### config.mk
export PLATFORM = sky130hd
export DESIGN_NAME = card_id_access_table
export DESIGN_NICKNAME = d
export VERILOG_FILES = /design/src/sv/cidat_pkg.sv /design/src/sv/cidat_cell.sv /design/src/sv/card_id_access_table.sv
export SDC_FILE = /design/constraint.sdc
export NUM_CORES = 2
export LEC_CHECK = 0
export BUFFER_PORTS_ARGS = -buffer_cell sky130_fd_sc_hd__buf_2
export CORE_MARGIN = 3
export CORE_UTILIZATION = 45
export CTS_CLUSTER_SIZE = 40
export DETAILED_ROUTE_END_ITERATION = 8
export HOLD_SLACK_MARGIN = 0.1
export MAX_ROUTING_LAYER = met4
export SYNTH_ARGS = -nofsm -noshare
export SYNTH_HDL_FRONTEND = slang
export SYNTH_SLANG_ARGS = --single-unit
export TNS_END_PERCENT = 10
### constraint.sdc
create_clock -name clock -period 4.7 [get_ports clock]
set_clock_uncertainty 0.05 [all_clocks]
set_input_delay 0.705 -clock clock [delete_from_list [all_inputs] [get_ports clock]]
set_output_delay 0.705 -clock clock [all_outputs]
set_load 0.05 [all_outputs]
### src/sv/cidat_pkg.sv
// shared types and codes for the card id access table
`timescale 1ns / 1ps

package cidat_pkg;

   // reader modes
   localparam logic [1:0] MODE_DISABLED = 2'd0;
   localparam logic [1:0] MODE_ENABLED  = 2'd1;
   localparam logic [1:0] MODE_LEARN    = 2'd2;
   localparam logic [1:0] MODE_DELETE   = 2'd3;

   // request types
   localparam logic REQ_READ  = 1'b0;
   localparam logic REQ_ERASE = 1'b1;

   // status codes
   localparam logic [2:0] STAT_NONE       = 3'd0;
   localparam logic [2:0] STAT_GRANTED    = 3'd1;
   localparam logic [2:0] STAT_STORED     = 3'd2;
   localparam logic [2:0] STAT_DELETED    = 3'd3;
   localparam logic [2:0] STAT_ALREADY    = 3'd4;
   localparam logic [2:0] STAT_NOT_LISTED = 3'd5;
   localparam logic [2:0] STAT_FULL       = 3'd6;
   localparam logic [2:0] STAT_INVALID    = 3'd7;

   typedef enum logic [1:0] {
      ST_IDLE,
      ST_SCAN,
      ST_FINISH
   } state_type;

   // search token flags handed from cell to cell
   typedef struct packed {
      logic valid;
      logic found;
      logic vacant;
   } token_type;

   // table write command broadcast to all cells
   typedef struct packed {
      logic wr_en;
      logic clr_all;
   } cmd_type;

endpackage

### src/sv/cidat_cell.sv
// one table slot with its stage of the search chain
`timescale 1ns / 1ps

module cidat_cell
   import cidat_pkg::*;
#(
   parameter int ID_BITS    = 48,
   parameter int IDX_W      = 5,
   parameter int SLOT_INDEX = 0
) (
   input  logic               clock,
   input  logic               reset,
   input  token_type          prev_tok,
   input  logic [IDX_W-1:0]   prev_found_idx,
   input  logic [IDX_W-1:0]   prev_vacant_idx,
   input  logic [ID_BITS-1:0] query_id,
   input  cmd_type            cmd,
   input  logic [IDX_W-1:0]   cmd_idx,
   input  logic [ID_BITS-1:0] cmd_data,
   output token_type          next_tok,
   output logic [IDX_W-1:0]   next_found_idx,
   output logic [IDX_W-1:0]   next_vacant_idx
);

   localparam logic [IDX_W-1:0] MY_IDX = IDX_W'(SLOT_INDEX);

   logic [ID_BITS-1:0] entry_ff, entry_in;
   token_type          tok_ff, tok_in;
   logic [IDX_W-1:0]   found_idx_ff, found_idx_in;
   logic [IDX_W-1:0]   vacant_idx_ff, vacant_idx_in;
   logic               hit, vacant;

   assign hit    = (entry_ff == query_id);
   assign vacant = (entry_ff == {ID_BITS{1'b1}});

   always_comb begin
      tok_in.valid  = prev_tok.valid;
      tok_in.found  = prev_tok.found | hit;
      tok_in.vacant = prev_tok.vacant | vacant;
      found_idx_in  = prev_tok.found ? prev_found_idx : MY_IDX;
      vacant_idx_in = prev_tok.vacant ? prev_vacant_idx : MY_IDX;
   end

   always_comb begin
      entry_in = entry_ff;
      if (cmd.clr_all) begin
         entry_in = {ID_BITS{1'b1}};
      end else if (cmd.wr_en && (cmd_idx == MY_IDX)) begin
         entry_in = cmd_data;
      end
   end

   always_ff @(posedge clock) begin
      if (reset) begin
         entry_ff  <= {ID_BITS{1'b1}};
         tok_ff    <= '0;
      end else begin
         entry_ff  <= entry_in;
         tok_ff    <= tok_in;
      end
      found_idx_ff  <= found_idx_in;
      vacant_idx_ff <= vacant_idx_in;
   end

   assign next_tok        = tok_ff;
   assign next_found_idx  = found_idx_ff;
   assign next_vacant_idx = vacant_idx_ff;

endmodule

### src/sv/card_id_access_table.sv
// card id access table top level: control sequencer and chain of slot cells
`timescale 1ns / 1ps

// usage
// - req channel (req_valid / req_stall): one word per card read event or
//   erase-all request; req_stall is high while an item is in work
// - rsp channel (rsp_valid / rsp_stall): exactly one result word per request
// - csr channel (csr_valid / csr_ready): writes reader_mode, always ready;
//   write it only while the block is idle
// flow
// - a card read in modes 1 to 3 with a valid card sends a search token down
//   the chain of TABLE_SLOTS cells, one cell per cycle, through the launch
//   register and each cell register; the tail is captured, and the finish
//   state loads the result word once the output is free
// - erase-all, disabled mode and no-card reads skip the search and go to finish
// - the next request is taken the cycle after the result is loaded, not before
// reset
// - every slot reads empty (all ones), access off, status none, mode 0
// stall
// - a result waiting under rsp_stall stays put; a following item may be
//   accepted and searched, and its result waits until the output is free
module card_id_access_table
   import cidat_pkg::*;
#(
   parameter int TABLE_SLOTS = 20,
   parameter int ID_BITS     = 48
) (
   input  logic               clock,
   input  logic               reset,
   // request channel
   input  logic               req_valid,
   output logic               req_stall,
   input  logic               req_type,
   input  logic               req_card_ok,
   input  logic [ID_BITS-1:0] req_card_id,
   // result channel
   output logic               rsp_valid,
   input  logic               rsp_stall,
   output logic [2:0]         rsp_status_code,
   output logic               rsp_access_on,
   output logic               rsp_return_to_idle,
   output logic               rsp_backlight_wake,
   output logic               rsp_persist_request,
   // configuration channel
   input  logic               csr_valid,
   output logic               csr_ready,
   input  logic [1:0]         csr_data
);

   localparam int IDX_W = (TABLE_SLOTS > 1) ? $clog2(TABLE_SLOTS) : 1;

   // control registers
   state_type          state_ff, state_in;
   logic [1:0]         mode_ff;
   logic               launch_ff;
   logic               access_ff, access_in;
   logic [2:0]         status_ff, status_in;

   // latched request word
   logic               erase_ff;
   logic               ok_ff;
   logic [ID_BITS-1:0] id_ff;

   // search results captured from the chain tail
   logic               found_ff;
   logic               vacant_ff;
   logic [IDX_W-1:0]   found_idx_ff;
   logic [IDX_W-1:0]   vacant_idx_ff;

   // output word register
   logic               rsp_valid_ff;
   logic [2:0]         rsp_status_ff;
   logic               rsp_access_ff;
   logic               rsp_idle_ff, rsp_idle_in;
   logic               rsp_wake_ff, rsp_wake_in;
   logic               rsp_persist_ff, rsp_persist_in;

   // fsm decodes
   logic               accept;
   logic               need_scan;
   logic               out_free;
   logic               capture;
   logic               finish;

   // chain wiring
   token_type          tok     [TABLE_SLOTS+1];
   logic [IDX_W-1:0]   fnd_idx [TABLE_SLOTS+1];
   logic [IDX_W-1:0]   vac_idx [TABLE_SLOTS+1];
   cmd_type            cmd;
   logic [IDX_W-1:0]   cmd_idx;
   logic [ID_BITS-1:0] cmd_data;

   assign accept    = req_valid && !req_stall;
   // only live card reads in an active mode need the table searched
   assign need_scan = (req_type == REQ_READ) && req_card_ok && (mode_ff != MODE_DISABLED);
   assign out_free  = !rsp_valid_ff || !rsp_stall;
   assign csr_ready = 1'b1;

   // next state
   always_comb begin
      state_in = state_ff;
      case (state_ff)
         ST_IDLE: begin
            if (req_valid) begin
               state_in = need_scan ? ST_SCAN : ST_FINISH;
            end
         end
         ST_SCAN: begin
            if (tok[TABLE_SLOTS].valid) begin
               state_in = ST_FINISH;
            end
         end
         ST_FINISH: begin
            if (out_free) begin
               state_in = ST_IDLE;
            end
         end
         default: state_in = ST_IDLE;
      endcase
   end

   // fsm outputs
   always_comb begin
      req_stall = 1'b1;
      capture   = 1'b0;
      finish    = 1'b0;
      case (state_ff)
         ST_IDLE:   req_stall = 1'b0;
         ST_SCAN:   capture   = tok[TABLE_SLOTS].valid;
         ST_FINISH: finish    = out_free;
         default:   req_stall = 1'b1;
      endcase
   end

   // outcome of the item and the table write it calls for
   always_comb begin
      status_in      = status_ff;
      access_in      = access_ff;
      rsp_idle_in    = 1'b0;
      rsp_wake_in    = 1'b0;
      rsp_persist_in = 1'b0;
      cmd            = '0;
      cmd_idx        = found_idx_ff;
      cmd_data       = {ID_BITS{1'b1}};
      if (erase_ff) begin
         cmd.clr_all    = finish;
         rsp_persist_in = 1'b1;
      end else if (mode_ff != MODE_DISABLED) begin
         if (!ok_ff) begin
            // card taken away: rearm
            status_in = STAT_NONE;
         end else begin
            case (mode_ff)
               MODE_ENABLED: begin
                  rsp_wake_in = 1'b1;
                  if (found_ff) begin
                     // held card acts once
                     if (status_ff == STAT_NONE) begin
                        access_in   = !access_ff;
                        rsp_idle_in = access_ff;
                        status_in   = STAT_GRANTED;
                     end
                  end else begin
                     status_in = STAT_INVALID;
                  end
               end
               MODE_LEARN: begin
                  if (found_ff) begin
                     if (status_ff == STAT_NONE) begin
                        status_in = STAT_ALREADY;
                     end
                  end else if (vacant_ff) begin
                     cmd.wr_en      = finish;
                     cmd_idx        = vacant_idx_ff;
                     cmd_data       = id_ff;
                     rsp_persist_in = 1'b1;
                     status_in      = STAT_STORED;
                  end else if (status_ff == STAT_NONE) begin
                     status_in = STAT_FULL;
                  end
               end
               MODE_DELETE: begin
                  if (found_ff) begin
                     cmd.wr_en = finish;
                     status_in = STAT_DELETED;
                  end else if (status_ff == STAT_NONE) begin
                     status_in = STAT_NOT_LISTED;
                  end
               end
               default: status_in = status_ff;
            endcase
         end
      end
   end

   // control state
   always_ff @(posedge clock) begin
      if (reset) begin
         state_ff     <= ST_IDLE;
         mode_ff      <= MODE_DISABLED;
         launch_ff    <= 1'b0;
         access_ff    <= 1'b0;
         status_ff    <= STAT_NONE;
         rsp_valid_ff <= 1'b0;
      end else begin
         state_ff  <= state_in;
         launch_ff <= accept && need_scan;
         if (csr_valid && csr_ready) begin
            mode_ff <= csr_data;
         end
         if (finish) begin
            access_ff    <= access_in;
            status_ff    <= status_in;
            rsp_valid_ff <= 1'b1;
         end else if (!rsp_stall) begin
            rsp_valid_ff <= 1'b0;
         end
      end
   end

   // payload registers
   always_ff @(posedge clock) begin
      if (accept) begin
         erase_ff <= (req_type == REQ_ERASE);
         ok_ff    <= req_card_ok;
         id_ff    <= req_card_id;
      end
      if (capture) begin
         found_ff      <= tok[TABLE_SLOTS].found;
         vacant_ff     <= tok[TABLE_SLOTS].vacant;
         found_idx_ff  <= fnd_idx[TABLE_SLOTS];
         vacant_idx_ff <= vac_idx[TABLE_SLOTS];
      end
      if (finish) begin
         rsp_status_ff  <= status_in;
         rsp_access_ff  <= access_in;
         rsp_idle_ff    <= rsp_idle_in;
         rsp_wake_ff    <= rsp_wake_in;
         rsp_persist_ff <= rsp_persist_in;
      end
   end

   // token enters the chain head in the cycle after acceptance
   assign tok[0].valid  = launch_ff;
   assign tok[0].found  = 1'b0;
   assign tok[0].vacant = 1'b0;
   assign fnd_idx[0]    = '0;
   assign vac_idx[0]    = '0;

   // chain of slot cells, first match in slot order wins
   for (genvar i = 0; i < TABLE_SLOTS; i++) begin : g_cell
      cidat_cell #(
         .ID_BITS    (ID_BITS),
         .IDX_W      (IDX_W),
         .SLOT_INDEX (i)
      ) u_cell (
         .clock           (clock),
         .reset           (reset),
         .prev_tok        (tok[i]),
         .prev_found_idx  (fnd_idx[i]),
         .prev_vacant_idx (vac_idx[i]),
         .query_id        (id_ff),
         .cmd             (cmd),
         .cmd_idx         (cmd_idx),
         .cmd_data        (cmd_data),
         .next_tok        (tok[i+1]),
         .next_found_idx  (fnd_idx[i+1]),
         .next_vacant_idx (vac_idx[i+1])
      );
   end

   assign rsp_valid           = rsp_valid_ff;
   assign rsp_status_code     = rsp_status_ff;
   assign rsp_access_on       = rsp_access_ff;
   assign rsp_return_to_idle  = rsp_idle_ff;
   assign rsp_backlight_wake  = rsp_wake_ff;
   assign rsp_persist_request = rsp_persist_ff;

endmodule

Word-level counts from Yosys, hierarchy flattened
Index checks and enable logic that the tools add are counted.
Storage, ports and cells
  register bits: 1289
  word-level logic and storage cells: 340
Cells by class
  equality and inequality tests: 68
  muxes and demuxes: 56
  bitwise operators: 44
  reductions and logical operators: 36
Operators with widths (number)
  48-bit equality test: 20
  48-bit equality test, second input constant: 20
  48-bit 2-to-1 mux: 6
  5-bit by 4-bit equality test with 1-bit output, second input constant: 8
  1-bit OR: 38
  3-bit 2-to-1 mux: 11
  5-bit 2-to-1 mux: 6
  1-bit 2-to-1 mux: 26
  1-bit logical AND: 24
  5-bit by 3-bit equality test with 1-bit output, second input constant: 4
  5-bit equality test, second input constant: 4
  5-bit by 2-bit equality test with 1-bit output, second input constant: 2
  3-bit case mux with 3 select lines: 1
  2-bit 2-to-1 mux: 4
  2-bit equality test, second input constant: 3
  1-bit inverter: 6
  2-bit case mux with 3 select lines: 1
  6-bit OR reduction: 1
  5-bit by 1-bit equality test with 1-bit output, second input constant: 1
  5-bit logical NOT: 1
  2-bit by 1-bit equality test with 1-bit output, second input constant: 2
  2-bit by 1-bit inequality test with 1-bit output, second input constant: 2
  2-bit inequality test, second input constant: 2
  1-bit logical NOT: 3
  other kinds (8): 8

Longest topological paths before layout
  depth in word-level cells: 10
  depth in mapped cells: 10
  depth with buffers taken out: 6

Cells and area by module
Synthesis repeated with hierarchy kept, for this count alone.
Unflattened totals
  cell total of the unflattened synthesis: 6580
  area total of the unflattened synthesis: 55788.5 um^2
Modules (own cells, without submodules)
  cidat_cell (g_cell[10].u_cell ...): instances 5, cells an instance 318, area each 2627.5 um^2, seq. area each 1221.2 um^2
  cidat_cell (g_cell[1].u_cell ...): instances 4, cells an instance 318, area each 2635.0 um^2, seq. area each 1221.2 um^2
  cidat_cell (g_cell[17].u_cell ...): instances 3, cells an instance 318, area each 2630.0 um^2, seq. area each 1221.2 um^2
  cidat_cell (g_cell[13].u_cell ...): instances 2, cells an instance 318, area each 2618.8 um^2, seq. area each 1221.2 um^2
  cidat_cell (g_cell[11].u_cell ...): instances 2, cells an instance 318, area each 2616.3 um^2, seq. area each 1221.2 um^2
  card_id_access_table: instances 1, cells an instance 219, area each 3246.9 um^2, seq. area each 2272.2 um^2
  cidat_cell (g_cell[0].u_cell): instances 1, cells an instance 318, area each 2632.5 um^2, seq. area each 1221.2 um^2
  cidat_cell (g_cell[15].u_cell): instances 1, cells an instance 318, area each 2628.8 um^2, seq. area each 1221.2 um^2
  cidat_cell (g_cell[19].u_cell): instances 1, cells an instance 319, area each 2628.8 um^2, seq. area each 1221.2 um^2
  cidat_cell (g_cell[12].u_cell): instances 1, cells an instance 318, area each 2613.8 um^2, seq. area each 1221.2 um^2

Least setup slack after synthesis
No wires, ideal clock.
  path type: reg-to-reg
  start point: reg state_ff[0]
  end point: reg erase_ff, enable pin
  library setup time: 0.458 ns
  data arrival time: 2.938 ns
  data required time: 4.192 ns
  setup slack: 1.254 ns
  cell stages (with the launch flop): 3
  path buffers: 0
  clock period less this slack: 3.446 ns
  cell sequence: dfxtp_1 > or2_2 > nor2_1
Between the ends
  cells in the longest elaborated chain, start to end: 2
Ends and longest elaborated chain
  from (decl): RTL line card_id_access_table.sv:53  | state_type state_ff, state_in;
  from (signal assigned): RTL line card_id_access_table.sv:206  | state_ff <= state_in;
  2-bit logical NOT: RTL line card_id_access_table.sv:127  | case (state_ff)
  1-bit logical AND: RTL line card_id_access_table.sv:93  | assign accept = req_valid && !req_stall;
  named net accept: RTL line card_id_access_table.sv:79  | logic accept;
  to (signal assigned): RTL line card_id_access_table.sv:224  | erase_ff <= (req_type == REQ_ERASE);
  to (decl): RTL line card_id_access_table.sv:60  | logic erase_ff;
The timed path passes the listed nets, and every way through them passes these cells.
A chain may end at the register's enable or synchronous reset.

Final worst setup path
  start point: reg found_ff
  end point: reg g_cell[11].u_cell.entry_ff[34]
Between the ends
  cells in the longest elaborated chain, start to end: 7
Ends and longest elaborated chain
  from (decl): RTL line card_id_access_table.sv:65  | logic found_ff;
  from (signal assigned): RTL line card_id_access_table.sv:229  | found_ff <= tok[TABLE_SLOTS].found;
  5-bit 2-to-1 mux: RTL line card_id_access_table.sv:168  | if (found_ff) begin
  5-bit 2-to-1 mux: RTL line card_id_access_table.sv:153  | case (mode_ff)
  5-bit 2-to-1 mux: RTL line card_id_access_table.sv:149  | if (!ok_ff) begin
  5-bit 2-to-1 mux: RTL line card_id_access_table.sv:148  | end else if (mode_ff != MODE_DISABLED) begin
  5-bit 2-to-1 mux: RTL line card_id_access_table.sv:145  | if (erase_ff) begin
  5-bit by 4-bit equality test with 1-bit output: RTL line cidat_cell.sv:48  | end else if (cmd.wr_en && (cmd_idx == MY_IDX)) begin
  1-bit logical AND: RTL line cidat_cell.sv:48
  to (signal assigned): RTL line cidat_cell.sv:55  | entry_ff <= {ID_BITS{1'b1}};
  to (signal assigned): RTL line cidat_cell.sv:58  | entry_ff <= entry_in;
  to (decl): RTL line cidat_cell.sv:27  | logic [ID_BITS-1:0] entry_ff, entry_in;
Several ways; a longest one is shown, not always the timed one.

==> impl_metrics.yaml <==
outcome:
  status: "finished, final reports clean"
logic_synthesis:
  synthTopCellsByArea: "sky130_fd_sc_hd__dfxtp_1 (44%), sky130_fd_sc_hd__nor3_1 (9.4%), sky130_fd_sc_hd__a21oi_1 (9.2%), sky130_fd_sc_hd__xor2_1 (9.2%), sky130_fd_sc_hd__xnor2_1 (6.7%)"
  ys_async_sr_fraction_pct: 0
  syn-cell-area_mm2: 0.0529
  yosysTopAreaCell: "sky130_fd_sc_hd__dfxtp_1"
  yosysWarningCount: 0
  postSynth.topFlopCell: "sky130_fd_sc_hd__dfxtp_1"
  synth_enable_flop_cells: 69
  syn_nets: 5778
  flip_flop_and_latch_count_after_synthesis: 1237
  synthCells: 5721
  syn-mean-instance-area_um2: 9.24
  yosysUniqueCellTypes: 53
  synth.top_cell.area_share_pct: 44.2
  synth-seq-area-share_pct: 48.2
drt:
  dr_total_vias: 46100
  drt-pass1-iter-count: 6
  antenna_left: 0
  wire_per_inst_um: 30.2
  via_per_inst: 6.35
  route.top_layer_used: "met4"
  wl_met2_um: 88400
  detailroute.wirelength.met3_um: 28500
  wl_met1_um: 84400
  finalWirelength_um: 219000
  dr.first_iter.drc_count: 6847
  drc: 0
finish:
  layout.cells.most_common_list: "sky130_fd_sc_hd__dfxtp_1 (1,168), sky130_fd_sc_hd__nor3_1 (989), sky130_fd_sc_hd__a21oi_1 (971), sky130_fd_sc_hd__xor2_1 (554), sky130_fd_sc_hd__xnor2_1 (405)"
  final_cell_count_no_fill: 7257
  fin_util_pct: 51.2
  layout_commonest_cell: "sky130_fd_sc_hd__dfxtp_1"
  area.growth.synth_to_final_pct: 12.8
  final_stage_net_count: 5678
  fillerInstances: 10800
  drive_above_1_share_pct: 9.27
worst_setup_path:
  crit-reg2reg-capture: "g_cell[11].u_cell.entry_ff[34]"
  timing.critical_path.slowest_cell_delay_ps: 1260
  critical_path_buf_inv_count: 1
  critical_path_type: "flip-flop to flip-flop"
  worstPathRequired_ps: 5240
  worstReg2RegStart: "found_ff"
  rr_worst_depth: 5
  critical_path.max_fanout: 28
  end_kind: "flip-flop"
  slowest_stage: "sky130_fd_sc_hd__nor2_4"
  cell_chain_critical_path: "and4bb_2 -> nand3_4 -> nor2_4 -> buf_4 -> a21oi_1"
  critical_path.top_delay_family: "simple AND/OR/NAND/NOR gates"
  critical_path_arrival_ps: 4320
  rrSetupSlack_ps: 920
  crit_path_start_kind: "flip-flop"
grt:
  grt_util_overall_pct: 36.0
  first_pass_grt_wire_length_um: 306000
  grt_start_max_net_pins: 165
  grt_overflow_total: 0
  grt_antenna_before_repair: 5
  first_global_vias: 42100
die:
  die_h_um: 349
  rows: 125
  core_area_mm2: 0.116
  ioPinCount: 67
  fp.dieArea_mm2: 0.122
  initial_utilization_pct: 45.4
  horizontal_die_dimension_um: 349
pwr:
  power_density_mw_per_mm2: 395
  static_leakage_nw: 20.0
  vdd_drop_max_v: 0.000384
cts:
  ctsLongestPathBuffers: 3
  post_cts_resized: 0
  cts_made_buffers: 134
  deepest_level_of_the_cts_h_tree: 4
  cts-root-buf: "sky130_fd_sc_hd__clkbuf_16"
  numClockSinks: 1237
  worstSkewPairLatency_ps: 770
  clock_tree_from_tritoncts: "yes"
  cts.clk_slew.worst_paths_ps: 60
min_path:
  hold-path-cell-count: 3
  worst_hold_path_type: "primary input to flip-flop"
  hold-path-endpoint: "mode_ff[0]"
  hold_path_startpoint: "csr_data[0]"
placement:
  placement.io_buffers: 65
  placed_cells_incl_taps: 6959
  dp_hpwl_um: 139000
  detailedPlace.worstSlack_ps: 1010
  place.gp.congestion: 1.01
sta:
  finalSetupTns_ps: 0
  rsz0062_at_grt: "no"
  timing.final.crit_share_pct: 80.3
  min_period_ps: 3780
  worstMarginPinSlew_ps: 1420
  final_max_slew_viol_count: 0
  fin_ws_ps: 925
  max_freq_mhz: 265
  hold_viol_final: 0
  timing.final.setup_violations: 0
  max_slew_margin_pct: 5.63
job:
  max_capacitance_violation_count: 0
==> worst register-to-register path, stage by stage (launching register included) <==
cell                       delay [ps]
sky130_fd_sc_hd__edfxtp_1         500
sky130_fd_sc_hd__and4bb_2         670
sky130_fd_sc_hd__nand3_4          670
sky130_fd_sc_hd__nor2_4          1280
sky130_fd_sc_hd__buf_4            370
sky130_fd_sc_hd__a21oi_1           80
==> kinds of logic after synthesis <==
family / after synthesis / synth area share (%)
AND/OR/NAND/NOR: 1892 / 19.7
flip-flops: 1237 / 48.2
AO/OA/AOI/OAI: 1063 / 10.5
XOR/XNOR: 959 / 15.9
buffers and inverters: 566 / 5.66
multiplexers: 3 / 0.0592
other: 1 / 0.00710
==> routing by layer <==
metal | global-route usage, % | up-vias
met4 | 23.3 | 0
met5 | - | -
li1 | - | 20200
met3 | 9.01 | 914
met1 | 46.7 | 21800
met2 | 49.6 | 3161
==> per-stage QoR <==
stage / hold slack, ps / total power, mW / area [um2]
after floorplan: 306 / 11.8 / 52900
after global placement: 324 / 12.4 / 54400
after detailed placement: 327 / 12.4 / 54400
after CTS: 118 / 23.5 / 59600
after global routing: 167 / 24.0 / 59600
final: 144 / 23.5 / 59600
==> registers in the layout, indices dropped and copies added (netlist names), 2 cells and up <==
register / flops
g_cell.u_cell.entry_ff: 960
g_cell.u_cell.next_found_idx: 69
g_cell.u_cell.next_vacant_idx: 69
g_cell.u_cell.next_tok: 60
id_ff: 48
found_idx_ff: 5
vacant_idx_ff: 5
rsp_status_code: 3
status_ff: 3
mode_ff: 2
state_ff: 2
==> what timing repair did <==
item	in CTS	in global routing
hold buffers	50	0
buffers inserted	0	0
endpoints found under the hold margin	50	0
endpoints found under the setup margin	0	0
==> layout make-up <==
class                      count  area [um2]  area share (%)
antenna                        4        10.0          0.0168
clock buffer                 192        3930            6.59
clock inverter                52         747            1.25
inverter                      33         124           0.208
multi-input combinational   3918       25000            41.9
sequential                  1237       25500            42.7
tap                         1524        1910            3.20
timing repair buffer         297        2470            4.14
==> Yosys cell counts (10+ instances only) <==
cell type and n:
sky130_fd_sc_hd__nand2b_1 75, sky130_fd_sc_hd__inv_1 32, sky130_fd_sc_hd__clkbuf_1 126, sky130_fd_sc_hd__and2_1 63, sky130_fd_sc_hd__a31oi_1 15, sky130_fd_sc_hd__or4_1 20
sky130_fd_sc_hd__dfxtp_1 1168, sky130_fd_sc_hd__o22ai_1 21, sky130_fd_sc_hd__buf_4 122, sky130_fd_sc_hd__xnor2_1 405, sky130_fd_sc_hd__nand4_1 397, sky130_fd_sc_hd__nor2_1 81
sky130_fd_sc_hd__nor4_1 200, sky130_fd_sc_hd__edfxtp_1 69, sky130_fd_sc_hd__o211ai_1 21, sky130_fd_sc_hd__nand3_1 10, sky130_fd_sc_hd__xor2_1 554, sky130_fd_sc_hd__a21oi_2 19
sky130_fd_sc_hd__a21oi_1 971, sky130_fd_sc_hd__nor2b_1 29, sky130_fd_sc_hd__buf_2 272, sky130_fd_sc_hd__nor3_1 989
==> how the worst max path moves through the flow <==
| stage | startpoint | endpoint | cells after the start |
|---|---|---|---|
| after floorplan | state_ff[0] | erase_ff | 2 |
| after global placement | rsp_stall | g_cell[18].u_cell.entry_ff[46] | 7 |
| after detailed placement | rsp_stall | g_cell[11].u_cell.entry_ff[34] | 7 |
| after CTS | found_ff | g_cell[11].u_cell.entry_ff[34] | 5 |
| after global routing | erase_ff | g_cell[11].u_cell.entry_ff[34] | 5 |
| final | found_ff | g_cell[11].u_cell.entry_ff[34] | 5 |
==> power by group <==
group | internal, mW | switching [mW]
Combinational | 0.427 | 1.07
Sequential | 10.7 | 0.147
Clock | 6.72 | 4.52
Note: power is estimated with default switching activity, not from simulation.
